File: config.mk
export PLATFORM = sky130hd
export DESIGN_NAME = scalar_kalman_three_axis_top
export DESIGN_NICKNAME = d
export VERILOG_FILES = /design/src/hw/rtl/skal3_pkg.sv /design/src/hw/rtl/skal3_div.sv /design/src/hw/rtl/skal3_mul.sv /design/src/hw/rtl/scalar_kalman_three_axis_top.sv
export SDC_FILE = /design/constraint.sdc
export NUM_CORES = 2
export LEC_CHECK = 0
export BUFFER_PORTS_ARGS = -buffer_cell sky130_fd_sc_hd__buf_4
export CAP_MARGIN = 5
export CORE_ASPECT_RATIO = 0.7
export CORE_MARGIN = 3
export CORE_UTILIZATION = 40
export CTS_CLUSTER_SIZE = 20
export DETAILED_ROUTE_END_ITERATION = 7
export GPL_TIMING_DRIVEN = 0
export PLACE_DENSITY = 0.61
export SKIP_CTS_REPAIR_TIMING = 1
export SLEW_MARGIN = 20
export SYNTH_ARGS = -nofsm -noshare
export SYNTH_HDL_FRONTEND = slang
export SYNTH_SLANG_ARGS = --single-unit
File: constraint.sdc
create_clock -name aclk -period 11.02 [get_ports aclk]
set_input_delay 2.755 -clock aclk [delete_from_list [all_inputs] [get_ports aclk]]
set_output_delay 2.755 -clock aclk [all_outputs]
set_load 0.005 [all_outputs]
File: src/hw/rtl/skal3_pkg.sv
// Shared types and constants for the three-axis scalar Kalman smoother.
// Used by skal3_div, skal3_mul and scalar_kalman_three_axis_top.
package skal3_pkg;

    localparam int AXES      = 3;
    localparam int AXIS_W    = 2;
    localparam int SAMP_W    = 16;
    localparam int DATA_W    = 48;   // three packed samples, no padding needed
    localparam int COV_W     = 32;   // unsigned Q8.24
    localparam int DEN_W     = 33;   // Pn + R at full width
    localparam int REM_W     = 34;   // divider partial remainder
    localparam int FRAC_W    = 24;
    localparam int K_W       = 25;   // gain 0 .. 2^24
    localparam int K_CNT_W   = 5;    // counts K_W quotient bits
    localparam int EST_W     = 40;   // signed Q24.16
    localparam int DIFF_W    = 41;
    localparam int MAG_W     = 33;
    localparam int MUL_A_W   = 25;
    localparam int MUL_B_W   = 17;
    localparam int PROD_W    = 42;
    localparam int ACC_W     = 58;
    localparam int HALF_W    = 16;
    localparam int MSTEP_W   = 3;
    localparam int CFG_IDX_W = 2;

    localparam logic [K_W-1:0]   ONE_Q24 = K_W'(25'h100_0000);
    localparam logic [COV_W-1:0] P_RESET = 32'd335544;
    localparam logic [COV_W-1:0] Q_RESET = 32'd16777;
    localparam logic [COV_W-1:0] R_RESET = 32'd33554432;

    localparam logic [CFG_IDX_W-1:0] CFG_PROCESS_NOISE     = 2'd0;
    localparam logic [CFG_IDX_W-1:0] CFG_MEASUREMENT_NOISE = 2'd1;

    // multiply schedule: gain times error halves, then (1-K) times Pn halves
    localparam logic [MSTEP_W-1:0] MS_CORR_LO = 3'd0;
    localparam logic [MSTEP_W-1:0] MS_CORR_HI = 3'd1;
    localparam logic [MSTEP_W-1:0] MS_COV_LO  = 3'd2;
    localparam logic [MSTEP_W-1:0] MS_COV_HI  = 3'd3;
    localparam logic [MSTEP_W-1:0] MS_DRAIN   = 3'd4;

    typedef enum logic [2:0] {
        ST_IDLE,
        ST_PREP,
        ST_DIV,
        ST_MUL,
        ST_UPD,
        ST_DONE
    } state_t;

    typedef struct packed {
        logic            start;
        logic [COV_W-1:0] num;
        logic [DEN_W-1:0] den;
    } div_req_t;

endpackage

File: src/hw/rtl/skal3_div.sv
// Restoring divider for the Kalman gain: floor(num * 2^24 / den), one bit a cycle.
// Depends on skal3_pkg.
module skal3_div
    import skal3_pkg::*;
(
    input  logic             aclk,
    input  logic             aresetn,
    input  div_req_t         req,
    output logic             done,
    output logic [K_W-1:0]   quot
);

    logic               busy_reg, busy_next;
    logic               done_reg, done_next;
    logic [K_CNT_W-1:0] cnt_reg, cnt_next;
    logic [REM_W-1:0]   rem_reg, rem_next;
    logic [DEN_W-1:0]   den_reg, den_next;
    logic [K_W-1:0]     q_reg, q_next;
    logic [REM_W-1:0]   trial;
    logic               fits;

    // first step compares the plain numerator: it yields the 2^24 bit
    assign trial = (cnt_reg == '0) ? rem_reg : {rem_reg[REM_W-2:0], 1'b0};
    assign fits  = trial >= {1'b0, den_reg};

    always_comb begin
        busy_next = busy_reg;
        done_next = 1'b0;
        cnt_next  = cnt_reg;
        rem_next  = rem_reg;
        den_next  = den_reg;
        q_next    = q_reg;
        if (req.start) begin
            busy_next = 1'b1;
            cnt_next  = '0;
            rem_next  = REM_W'(req.num);
            den_next  = req.den;
            q_next    = '0;
        end else if (busy_reg) begin
            rem_next = fits ? (trial - REM_W'(den_reg)) : trial;
            q_next   = {q_reg[K_W-2:0], fits};
            cnt_next = cnt_reg + K_CNT_W'(1);
            if (cnt_reg == K_CNT_W'(K_W - 1)) begin
                busy_next = 1'b0;
                done_next = 1'b1;
            end
        end
    end

    always_ff @(posedge aclk) begin
        if (!aresetn) begin
            busy_reg <= 1'b0;
            done_reg <= 1'b0;
        end else begin
            busy_reg <= busy_next;
            done_reg <= done_next;
        end
        cnt_reg <= cnt_next;
        rem_reg <= rem_next;
        den_reg <= den_next;
        q_reg   <= q_next;
    end

    assign done = done_reg;
    // zero denominator gives zero gain
    assign quot = (den_reg == '0) ? '0 : q_reg;

endmodule

File: src/hw/rtl/skal3_mul.sv
// Shared 25x17 unsigned multiplier with registered product.
// Depends on skal3_pkg.
module skal3_mul
    import skal3_pkg::*;
(
    input  logic               aclk,
    input  logic [MUL_A_W-1:0] op_a,
    input  logic [MUL_B_W-1:0] op_b,
    output logic [PROD_W-1:0]  prod
);

    logic [PROD_W-1:0] prod_reg, prod_next;

    assign prod_next = PROD_W'(op_a) * PROD_W'(op_b);

    always_ff @(posedge aclk) begin
        prod_reg <= prod_next;
    end

    assign prod = prod_reg;

endmodule

File: src/hw/rtl/scalar_kalman_three_axis_top.sv
// Top level of the three-axis scalar Kalman smoother: sequencer, state and config.
// Depends on skal3_pkg, skal3_div and skal3_mul.
//
// Usage:
//   s_ channel takes one beat of three signed 16-bit accelerometer samples.
//   m_ channel returns one beat of three filtered samples, each the axis
//   estimate truncated toward zero and saturated to 16 bits.
//   cfg_ channel writes Q (index 0) or R (index 1), unsigned Q8.24; cfg_ready
//   is always high. Other indexes are ignored. Write only while idle.
// Sequence:
//   The axes run one after another through a shared serial divider and a
//   shared 25x17 multiplier. Per axis: a prepare state, the divider (25
//   quotient bits), the multiplier halves and drain, then an update state.
//   s_tready is high only in idle, so a new beat is taken only once the
//   last result has moved into the output register.
// Reset (aresetn low, synchronous): covariances to 0.02, estimates to zero,
//   Q to 0.001, R to 2.0, no beat pending.
// Stall: a finished result is held in the output register; the block takes the
//   next input beat meanwhile and, if that one finishes before the receiver
//   takes the old beat, waits with the new result until it does.
module scalar_kalman_three_axis_top
    import skal3_pkg::*;
(
    input  logic                 aclk,
    input  logic                 aresetn,
    input  logic                 s_tvalid,
    output logic                 s_tready,
    input  logic [DATA_W-1:0]    s_tdata,   // accel_x[15:0], accel_y[31:16], accel_z[47:32]
    output logic                 m_tvalid,
    input  logic                 m_tready,
    output logic [DATA_W-1:0]    m_tdata,   // filtered_x[15:0], filtered_y[31:16],
                                            // filtered_z[47:32]
    input  logic                 cfg_valid,
    output logic                 cfg_ready,
    input  logic [CFG_IDX_W-1:0] cfg_index,
    input  logic [COV_W-1:0]     cfg_data
);

    state_t               state_reg, state_next;
    logic [AXIS_W-1:0]    axis_reg, axis_next;
    logic [DATA_W-1:0]    samp_reg, samp_next;
    logic [DATA_W-1:0]    res_reg, res_next;
    logic [DATA_W-1:0]    out_data_reg, out_data_next;
    logic                 out_valid_reg, out_valid_next;
    logic [COV_W-1:0]     q_noise_reg, q_noise_next;
    logic [COV_W-1:0]     r_noise_reg, r_noise_next;
    logic [COV_W-1:0]     cov_reg [AXES];
    logic [EST_W-1:0]     est_reg [AXES];
    logic [COV_W-1:0]     pn_reg, pn_next;
    logic [MAG_W-1:0]     mag_reg, mag_next;
    logic                 neg_reg, neg_next;
    logic [K_W-1:0]       k_reg, k_next;
    logic [MSTEP_W-1:0]   mstep_reg, mstep_next;
    logic [ACC_W-1:0]     corr_acc_reg, corr_acc_next;
    logic [ACC_W-1:0]     cov_acc_reg, cov_acc_next;

    logic                 in_beat;
    logic                 out_load;
    logic                 wr_state;
    logic [COV_W:0]       pn_sum;
    logic [COV_W-1:0]     pn_sat;
    logic [DEN_W-1:0]     den;
    logic [SAMP_W-1:0]    samp_axis;
    logic [EST_W-1:0]     x_scaled;
    logic [DIFF_W-1:0]    diff;
    logic [DIFF_W-1:0]    diff_abs;
    logic [MUL_A_W-1:0]   mul_a;
    logic [MUL_B_W-1:0]   mul_b;
    logic [PROD_W-1:0]    prod;
    logic [ACC_W-1:0]     prod_ext;
    logic [EST_W-1:0]     corr;
    logic [EST_W-1:0]     est_new;
    logic [COV_W-1:0]     cov_new;
    logic [EST_W-1:0]     est_abs;
    logic [EST_W-HALF_W-1:0] est_int;
    logic [SAMP_W-1:0]    filt;
    div_req_t             div_req;
    logic                 div_done;
    logic [K_W-1:0]       div_quot;

    assign s_tready  = (state_reg == ST_IDLE);
    assign in_beat   = s_tvalid && s_tready;
    assign cfg_ready = 1'b1;
    assign m_tvalid  = out_valid_reg;
    assign m_tdata   = out_data_reg;
    assign out_load  = (state_reg == ST_DONE) && (!out_valid_reg || m_tready);
    assign wr_state  = (state_reg == ST_UPD);

    // prediction and innovation for the current axis
    assign pn_sum    = {1'b0, cov_reg[axis_reg]} + {1'b0, q_noise_reg};
    assign pn_sat    = pn_sum[COV_W] ? '1 : pn_sum[COV_W-1:0];
    assign den       = DEN_W'(pn_sat) + DEN_W'(r_noise_reg);
    assign samp_axis = samp_reg[axis_reg*SAMP_W +: SAMP_W];
    assign x_scaled  = {{(EST_W-SAMP_W-HALF_W){samp_axis[SAMP_W-1]}}, samp_axis,
                        {HALF_W{1'b0}}};
    assign diff      = {x_scaled[EST_W-1], x_scaled} - {est_reg[axis_reg][EST_W-1],
                        est_reg[axis_reg]};
    assign diff_abs  = diff[DIFF_W-1] ? (~diff + DIFF_W'(1)) : diff;

    assign div_req.start = (state_reg == ST_PREP);
    assign div_req.num   = pn_sat;
    assign div_req.den   = den;

    skal3_div u_div (
        .aclk    (aclk),
        .aresetn (aresetn),
        .req     (div_req),
        .done    (div_done),
        .quot    (div_quot)
    );

    // operand schedule for the shared multiplier
    always_comb begin
        mul_a = (mstep_reg == MS_CORR_LO || mstep_reg == MS_CORR_HI) ? k_reg
                                                                      : (ONE_Q24 - k_reg);
        case (mstep_reg)
            MS_CORR_LO: mul_b = MUL_B_W'(mag_reg[HALF_W-1:0]);
            MS_CORR_HI: mul_b = mag_reg[MAG_W-1:HALF_W];
            MS_COV_LO:  mul_b = MUL_B_W'(pn_reg[HALF_W-1:0]);
            MS_COV_HI:  mul_b = MUL_B_W'(pn_reg[COV_W-1:HALF_W]);
            default:    mul_b = '0;
        endcase
    end

    skal3_mul u_mul (
        .aclk (aclk),
        .op_a (mul_a),
        .op_b (mul_b),
        .prod (prod)
    );

    assign prod_ext = ACC_W'(prod);

    // correction and write-back
    assign corr    = EST_W'(corr_acc_reg[ACC_W-1:FRAC_W]);
    assign est_new = neg_reg ? (est_reg[axis_reg] - corr) : (est_reg[axis_reg] + corr);
    assign cov_new = cov_acc_reg[FRAC_W+COV_W-1:FRAC_W];
    assign est_abs = est_new[EST_W-1] ? (~est_new + EST_W'(1)) : est_new;
    assign est_int = est_abs[EST_W-1:HALF_W];

    always_comb begin
        if (!est_new[EST_W-1]) begin
            filt = (est_int > (EST_W-HALF_W)'(32767)) ? 16'sh7FFF : est_int[SAMP_W-1:0];
        end else begin
            filt = (est_int > (EST_W-HALF_W)'(32768)) ? 16'h8000
                                                      : (~est_int[SAMP_W-1:0] + 16'd1);
        end
    end

    // next state
    always_comb begin
        state_next = state_reg;
        case (state_reg)
            ST_IDLE: if (in_beat) state_next = ST_PREP;
            ST_PREP: state_next = ST_DIV;
            ST_DIV:  if (div_done) state_next = ST_MUL;
            ST_MUL:  if (mstep_reg == MS_DRAIN) state_next = ST_UPD;
            ST_UPD:  state_next = (axis_reg == AXIS_W'(AXES - 1)) ? ST_DONE : ST_PREP;
            ST_DONE: if (out_load) state_next = ST_IDLE;
            default: state_next = ST_IDLE;
        endcase
    end

    // datapath and output registers
    always_comb begin
        axis_next      = axis_reg;
        samp_next      = samp_reg;
        res_next       = res_reg;
        out_data_next  = out_data_reg;
        out_valid_next = out_valid_reg;
        q_noise_next   = q_noise_reg;
        r_noise_next   = r_noise_reg;
        pn_next        = pn_reg;
        mag_next       = mag_reg;
        neg_next       = neg_reg;
        k_next         = k_reg;
        mstep_next     = mstep_reg;
        corr_acc_next  = corr_acc_reg;
        cov_acc_next   = cov_acc_reg;

        if (cfg_valid && cfg_ready) begin
            case (cfg_index)
                CFG_PROCESS_NOISE:     q_noise_next = cfg_data;
                CFG_MEASUREMENT_NOISE: r_noise_next = cfg_data;
                default: ;
            endcase
        end

        if (out_valid_reg && m_tready) out_valid_next = 1'b0;

        case (state_reg)
            ST_IDLE: begin
                if (in_beat) begin
                    samp_next = s_tdata;
                    axis_next = '0;
                end
            end
            ST_PREP: begin
                pn_next  = pn_sat;
                neg_next = diff[DIFF_W-1];
                mag_next = diff_abs[MAG_W-1:0];
            end
            ST_DIV: begin
                k_next     = div_quot;
                mstep_next = MS_CORR_LO;
            end
            ST_MUL: begin
                mstep_next = mstep_reg + MSTEP_W'(1);
                // product of the previous step lands now
                case (mstep_reg)
                    MS_CORR_HI: corr_acc_next = prod_ext;
                    MS_COV_LO:  corr_acc_next = corr_acc_reg + (prod_ext << HALF_W);
                    MS_COV_HI:  cov_acc_next  = prod_ext;
                    MS_DRAIN:   cov_acc_next  = cov_acc_reg + (prod_ext << HALF_W);
                    default: ;
                endcase
            end
            ST_UPD: begin
                res_next[axis_reg*SAMP_W +: SAMP_W] = filt;
                // wrap after the last axis so the index stays in range
                axis_next = (axis_reg == AXIS_W'(AXES - 1)) ? '0 : axis_reg + AXIS_W'(1);
            end
            ST_DONE: begin
                if (out_load) begin
                    out_data_next  = res_reg;
                    out_valid_next = 1'b1;
                end
            end
            default: ;
        endcase
    end

    always_ff @(posedge aclk) begin
        if (!aresetn) begin
            state_reg     <= ST_IDLE;
            axis_reg      <= '0;
            out_valid_reg <= 1'b0;
            q_noise_reg   <= Q_RESET;
            r_noise_reg   <= R_RESET;
            mstep_reg     <= '0;
            for (int i = 0; i < AXES; i++) begin
                cov_reg[i] <= P_RESET;
                est_reg[i] <= '0;
            end
        end else begin
            state_reg     <= state_next;
            axis_reg      <= axis_next;
            out_valid_reg <= out_valid_next;
            q_noise_reg   <= q_noise_next;
            r_noise_reg   <= r_noise_next;
            mstep_reg     <= mstep_next;
            if (wr_state) begin
                cov_reg[axis_reg] <= cov_new;
                est_reg[axis_reg] <= est_new;
            end
        end
        samp_reg     <= samp_next;
        res_reg      <= res_next;
        out_data_reg <= out_data_next;
        pn_reg       <= pn_next;
        mag_reg      <= mag_next;
        neg_reg      <= neg_next;
        k_reg        <= k_next;
        corr_acc_reg <= corr_acc_next;
        cov_acc_reg  <= cov_acc_next;
    end

    a_gain_bound: assert property (@(posedge aclk) disable iff (!aresetn)
        (state_reg == ST_MUL) |-> (k_reg <= ONE_Q24))
        else $error("gain above one");

    a_div_done_in_div: assert property (@(posedge aclk) disable iff (!aresetn)
        div_done |-> (state_reg == ST_DIV))
        else $error("divider finished outside its wait state");

    a_axis_range: assert property (@(posedge aclk) disable iff (!aresetn)
        (state_reg != ST_IDLE) |-> (axis_reg <= AXIS_W'(AXES - 1)))
        else $error("axis index out of range");

    a_cov_fits: assert property (@(posedge aclk) disable iff (!aresetn)
        (state_reg == ST_UPD) |-> (cov_acc_reg[ACC_W-1:FRAC_W+COV_W] == '0))
        else $error("covariance product overflows");

    a_output_after_done: assert property (@(posedge aclk) disable iff (!aresetn)
        $rose(out_valid_reg) |-> ($past(state_reg) == ST_DONE))
        else $error("result presented without finishing all axes");

endmodule

### Word-level counts from Yosys, hierarchy flattened

Memory sizes are Yosys's and may differ from the RTL's. A register that Yosys moved wholly into a read port is not among the register bits.
Cells that the tools add are included.

| word-level totals | value |
|---|---|
| register bits | 565 |
| bits in writable memories | 216 |
| input bits | 87 |
| output and inout port bits | 51 |
| word-level logic and storage cells | 143 |
| memories kept | 2 |

Memory list:

| memory | depth | bits a word | read ports | clocked after Yosys merged registers in | wr ports | line | RTL |
|---|---|---|---|---|---|---|---|
| est_reg | 3 | 40 | 1 | 1 | 3 | scalar_kalman_three_axis_top.sv:48 | `logic [EST_W-1:0] est_reg [AXES];` |
| cov_reg | 3 | 32 | 1 | 1 | 3 | scalar_kalman_three_axis_top.sv:47 | `logic [COV_W-1:0] cov_reg [AXES];` |

| cells by class | value |
|---|---|
| $add $sub $neg | 16 |
| multipliers | 1 |
| order comparisons | 3 |
| eq/ne operators | 16 |
| shift operators | 3 |
| mux-type cells | 47 |
| bitwise logic cells | 5 |
| reduce and logical (&&, ||, !) cells | 27 |

Operator list:

| operator | count |
|---|---|
| case mux 58 bit (2 select lines) | 2 |
| two-way mux 32 bit | 4 |
| two-way mux 40 bit | 3 |
| adder 58 bit | 2 |
| two-way mux 34 bit | 2 |
| case mux 17 bit (4 select lines) | 1 |
| adder 32 x 32 -> 33 bit | 2 |
| bitwise mux 48 bit | 1 |
| two-way mux 16 bit | 3 |
| variable shift 16 x 34 -> 48 bit, first input constant | 1 |
| variable part select 16 x 34 -> 48 bit | 1 |
| variable part select 48 x 7 -> 16 bit | 1 |
| multiplier 25 x 17 -> 42 bit | 1 |
| subtractor 32 x 40 -> 41 bit | 1 |
| adder 40 x 1 -> 40 bit, second input constant | 1 |
| adder 40 x 34 -> 40 bit | 1 |
| inverter 40 bit | 1 |
| OR reduction 40 bit | 1 |
| subtractor 40 x 34 -> 40 bit | 1 |
| greater-or-equal comparator 34 x 33 -> 1 bit | 1 |
| negation 6 -> 34 bit | 1 |
| subtractor 34 x 33 -> 34 bit | 1 |
| adder 33 x 1 -> 33 bit, second input constant | 1 |
| zero test 33 bit | 1 |
| 37 further kinds | 83 |

### Longest topological paths before layout

| depth | value |
|---|---|
| depth in word-level cells | 11 |
| mapped depth | 39 |
| gate-level depth less buffers | 34 |

### Hierarchy

Synthesis repeated with hierarchy kept, for this count alone.

| unflattened totals | value |
|---|---|
| cell total of the unflattened synthesis | 6046 |
| area, all modules | 60862.1 um^2 |

By module, submodules not included:

| module | instances | cells each | area each (um^2) | sequential area each (um^2) |
|---|---|---|---|---|
| scalar_kalman_three_axis_top | 1 | 3631 | 39386.5 | 19668.9 |
| skal3_mul | 1 | 1689 | 14741.6 | 840.8 |
| skal3_div | 1 | 726 | 6734.0 | 2632.5 |

### Worst setup path after synthesis

No wires, ideal clock.

| timing path | value |
|---|---|
| path type | register to register |
| start point | register mstep_reg[0] |
| end point | register u_mul.prod_reg[40], in the netlist u_mul.prod[40] |
| setup time | 0.127 ns |
| arrival | 8.647 ns |
| data required time | 10.893 ns |
| path slack | 2.246 ns |
| stages on the path, launching flop included | 34 |
| path buffers | 4 |
| clock period less this slack | 8.774 ns |
| cell sequence | dfxtp_1 inv_1 ha_1 nor2b_1 clkbuf_1 or2_2 clkbuf_1 clkbuf_1 a31oi_1 xor2_1 clkbuf_1 nand2_1 fa_1 inv_1 fa_1 inv_1 fa_1 fa_1 inv_1 fa_1 fa_1 ha_1 a2111oi_0 nor3b_1 o311a_1 o21ai_0 a31o_2 a41oi_1 a31o_2 o21ai_0 or4_1 a31oi_1 o21ai_0 xor2_1 |

| between the ends | value |
|---|---|
| cells in the longest elaborated chain, start to end | 4 |
| elaborated cells on any way between the ends | 8 |
| classes of those cells | mul (1); eq/ne (3); mux (2); reduce/logical (2) |

RTL lines:

| item | line | RTL |
|---|---|---|
| start, declared | scalar_kalman_three_axis_top.sv:53 | `logic [MSTEP_W-1:0] mstep_reg, mstep_next;` |
| start signal, assigned | scalar_kalman_three_axis_top.sv:251 | `mstep_reg <= mstep_next;` |
| parallel branches: the longest is 3 deep, another holds case mux 17 bit (4 select lines) | n/a |  |
| multiplier 25 x 17 -> 42 bit * | skal3_mul.sv:14 | `assign prod_next = PROD_W'(op_a) * PROD_W'(op_b);` |
| named net u_mul.prod_next[40] | skal3_mul.sv:12 | `logic [PROD_W-1:0] prod_reg, prod_next;` |
| end signal, assigned | skal3_mul.sv:17 | `prod_reg <= prod_next;` |
| end, declared | skal3_mul.sv:12 |  |

Mark *: on every way through the listed nets, which the timed path passes.
A chain may end at the register's enable or synchronous reset.

### Worst setup path after layout

| timing path | value |
|---|---|
| start point | register mstep_reg[0] |
| end point | register u_mul.prod_reg[41], in the netlist u_mul.prod[41] |

The elaborated chain is that of the path after synthesis.

==> metrics.txt <==
Root Driver clkbuf_16; Slew Limit Fails 0; critical path arrival 11.25 ns; Die X 468 um; Final Skew 0.0592 ns; Setup crit end kind register; worst endpoint required time 11.67 ns; status complete, no violations; initial antenna violation count 9; worst setup path class reg2reg; number of synthesized register bits 821; count of cell types in the netlist 96; first-pass GRT wire length 285,000 um; H-Tree Depth 3; initial core utilization 0.403; Relative slew margins 0.186; Worst Hold Class reg2reg; critical path startpoint category register; max FFs per register 160; CP max FO 10; cell taking the most area after synthesis edfxtp_1; largest net degree at the start of global routing 50; sequential fraction of the synthesis area 0.387; CTS tree built; Post-Syn Nets 6,770; fillers 14,000; Final min period 10.61 ns; GRT Total Usage 0.247; fin crit share 0.962; top-area cell type share of the netlist area 0.337; drt pass-1 iters 6; placed cell areas 63,700 um^2; DR WL/cell 23.3 um; R2R cell count 37; CTS Sinks 821; FP Rows 118; Fmax 94.3 MHz; WL final 193,000 um; die height 329 um; post-synthesis cell count 5,958; CTS buffer count 84; Hold Path Stages 0; Area growth syn-to-layout 11.8%; synthesized area 59,800 um^2; HPWL after detailed placement 154,000 um; Post-synth EDFFs 670; Initial DRC Count 5,649; Hold Crit Start res_reg[2]; ys async rst share 0; Synth Flop Type edfxtp_1; Worst Max-Slew Pin Slew 1.22 ns; slowest stage delay, CP 0.57 ns; grt ovf 0; RR Endpoint u_mul.prod[41]; hold_ws 0.412 ns; post-route ant nets 0; Core ar. 148,000 um^2; FF-to-FF Start mstep_reg[0]; commonest non-fill, non-tap cells in the layout 722 x nand2_1, 670 x edfxtp_1, 570 x inv_1; commonest non-fill, non-tap cell in the layout nand2_1; # setup viols final 0; Final #Nets 7,008; critical path's slowest cell fa_1; Worst-path clk slew 0.07 ns; Finished Core Util 0.451; number of I/O port buffers 135; number of global-route vias before repair 44,400; fraction of layout cells with a size suffix above 1 0.0826; dominant cells by area after synthesis edfxtp_1 34%, fa_1 12%, ha_1 7.8%; routed vias 46,600; RSZ-0062 raised after global routing false; max capacitance violation total 0; DR vias/cell 5.65; setup TNS 0 ns; final instance area 66,800 um^2; Avg Cell Area, Syn 10.0 um^2; clock latency on the worst-skew pair 0.72 ns; GPL Wtd Cong 0.970; worst reg2reg setup slack 0.41 ns; Remaining DRCs 0; Yosys warnings 0; die area 154,000 um^2; Final Hold Vio Count 0; Min-Delay Endpoint m_tdata[2]; I/O pin cnt 138; Longest Clk Path Bufs 3
## layer usage
layer	vias to the layer above	global-route usage	share of wire
li1	21200	-	-
met1	23200	0.387	0.47
met2	2065	0.339	0.40
met3	187	0.0625	0.11
met4	2	0.0510	0.020
met5	-	0	0.000062
## worst max-delay path: cells and delay by family (launching register included)
family	cells	cell delay, ns
fa+ha+maj	8	3.76
compound gates	12	3.16
buf+inv	10	1.62
simple gates	5	0.97
xor+xnor	2	0.56
flops	1	0.44
## stage by stage
step / cells / setup slack, ns
after CTS: 8248 / -0.586
after global placement: 8073 / -0.425
after detailed placement: 8090 / -0.532
after floorplan: 5958 / 2.25
final: 8252 / 0.414
after global routing: 8250 / 0.0255
## synth_stat cells (77+ instances only)
cell type / number
xor2_1: 109
nand2b_1: 113
o21ai_0: 225
nand2_1: 725
clkbuf_1: 210
nand3_1: 111
xnor2_1: 221
nor2b_1: 99
nor2_1: 485
ha_1: 375
edfxtp_1: 670
a21o_1: 77
and2_1: 117
a21oi_1: 357
nor3_1: 122
dfxtp_1: 151
inv_1: 570
fa_1: 350
## worst max path at each step
| stage | start | end | slack (ns) | depth (start not counted) |
|---|---|---|---|---|
| 6_report | mstep_reg[0] | u_mul.prod[41] | 0.41 | 37 |
| 5_1_grt | mstep_reg[0] | u_mul.prod[41] | 0.03 | 37 |
| 4_1_cts | mstep_reg[0] | u_mul.prod[41] | -0.59 | 34 |
| 3_5_place_dp | mstep_reg[0] | u_mul.prod[41] | -0.53 | 34 |
| 3_3_place_gp | mstep_reg[0] | u_mul.prod[41] | -0.43 | 34 |
| 2_1_floorplan | mstep_reg[0] | u_mul.prod[40] | 2.25 | 33 |
## cell type report
type                       count  area, um^2  area share
multi-input combinational   4319       33800       0.505
sequential                   821       23100       0.346
tap                         1980        2480      0.0371
clock buffer                 100        2300      0.0344
inverter                     574        2150      0.0322
timing repair buffer         154        1390      0.0208
buffer                       242         978      0.0146
clock inverter                58         619     0.00927
antenna                        4        10.0    0.000150
## kinds of logic after synthesis
kind of cell	synth area share
xor gates and xnor gates	0.0486
adders and majority gates	0.196
DFF	0.387
other	0.0000627
muxes	0.0460
AOI/OAI and AO/OA	0.110
and+or+nand+nor	0.161
buffers and inverters	0.0520
Power is not shown: default switching activity piles up to over one toggle a cycle in this logic, so the estimate is an artifact.
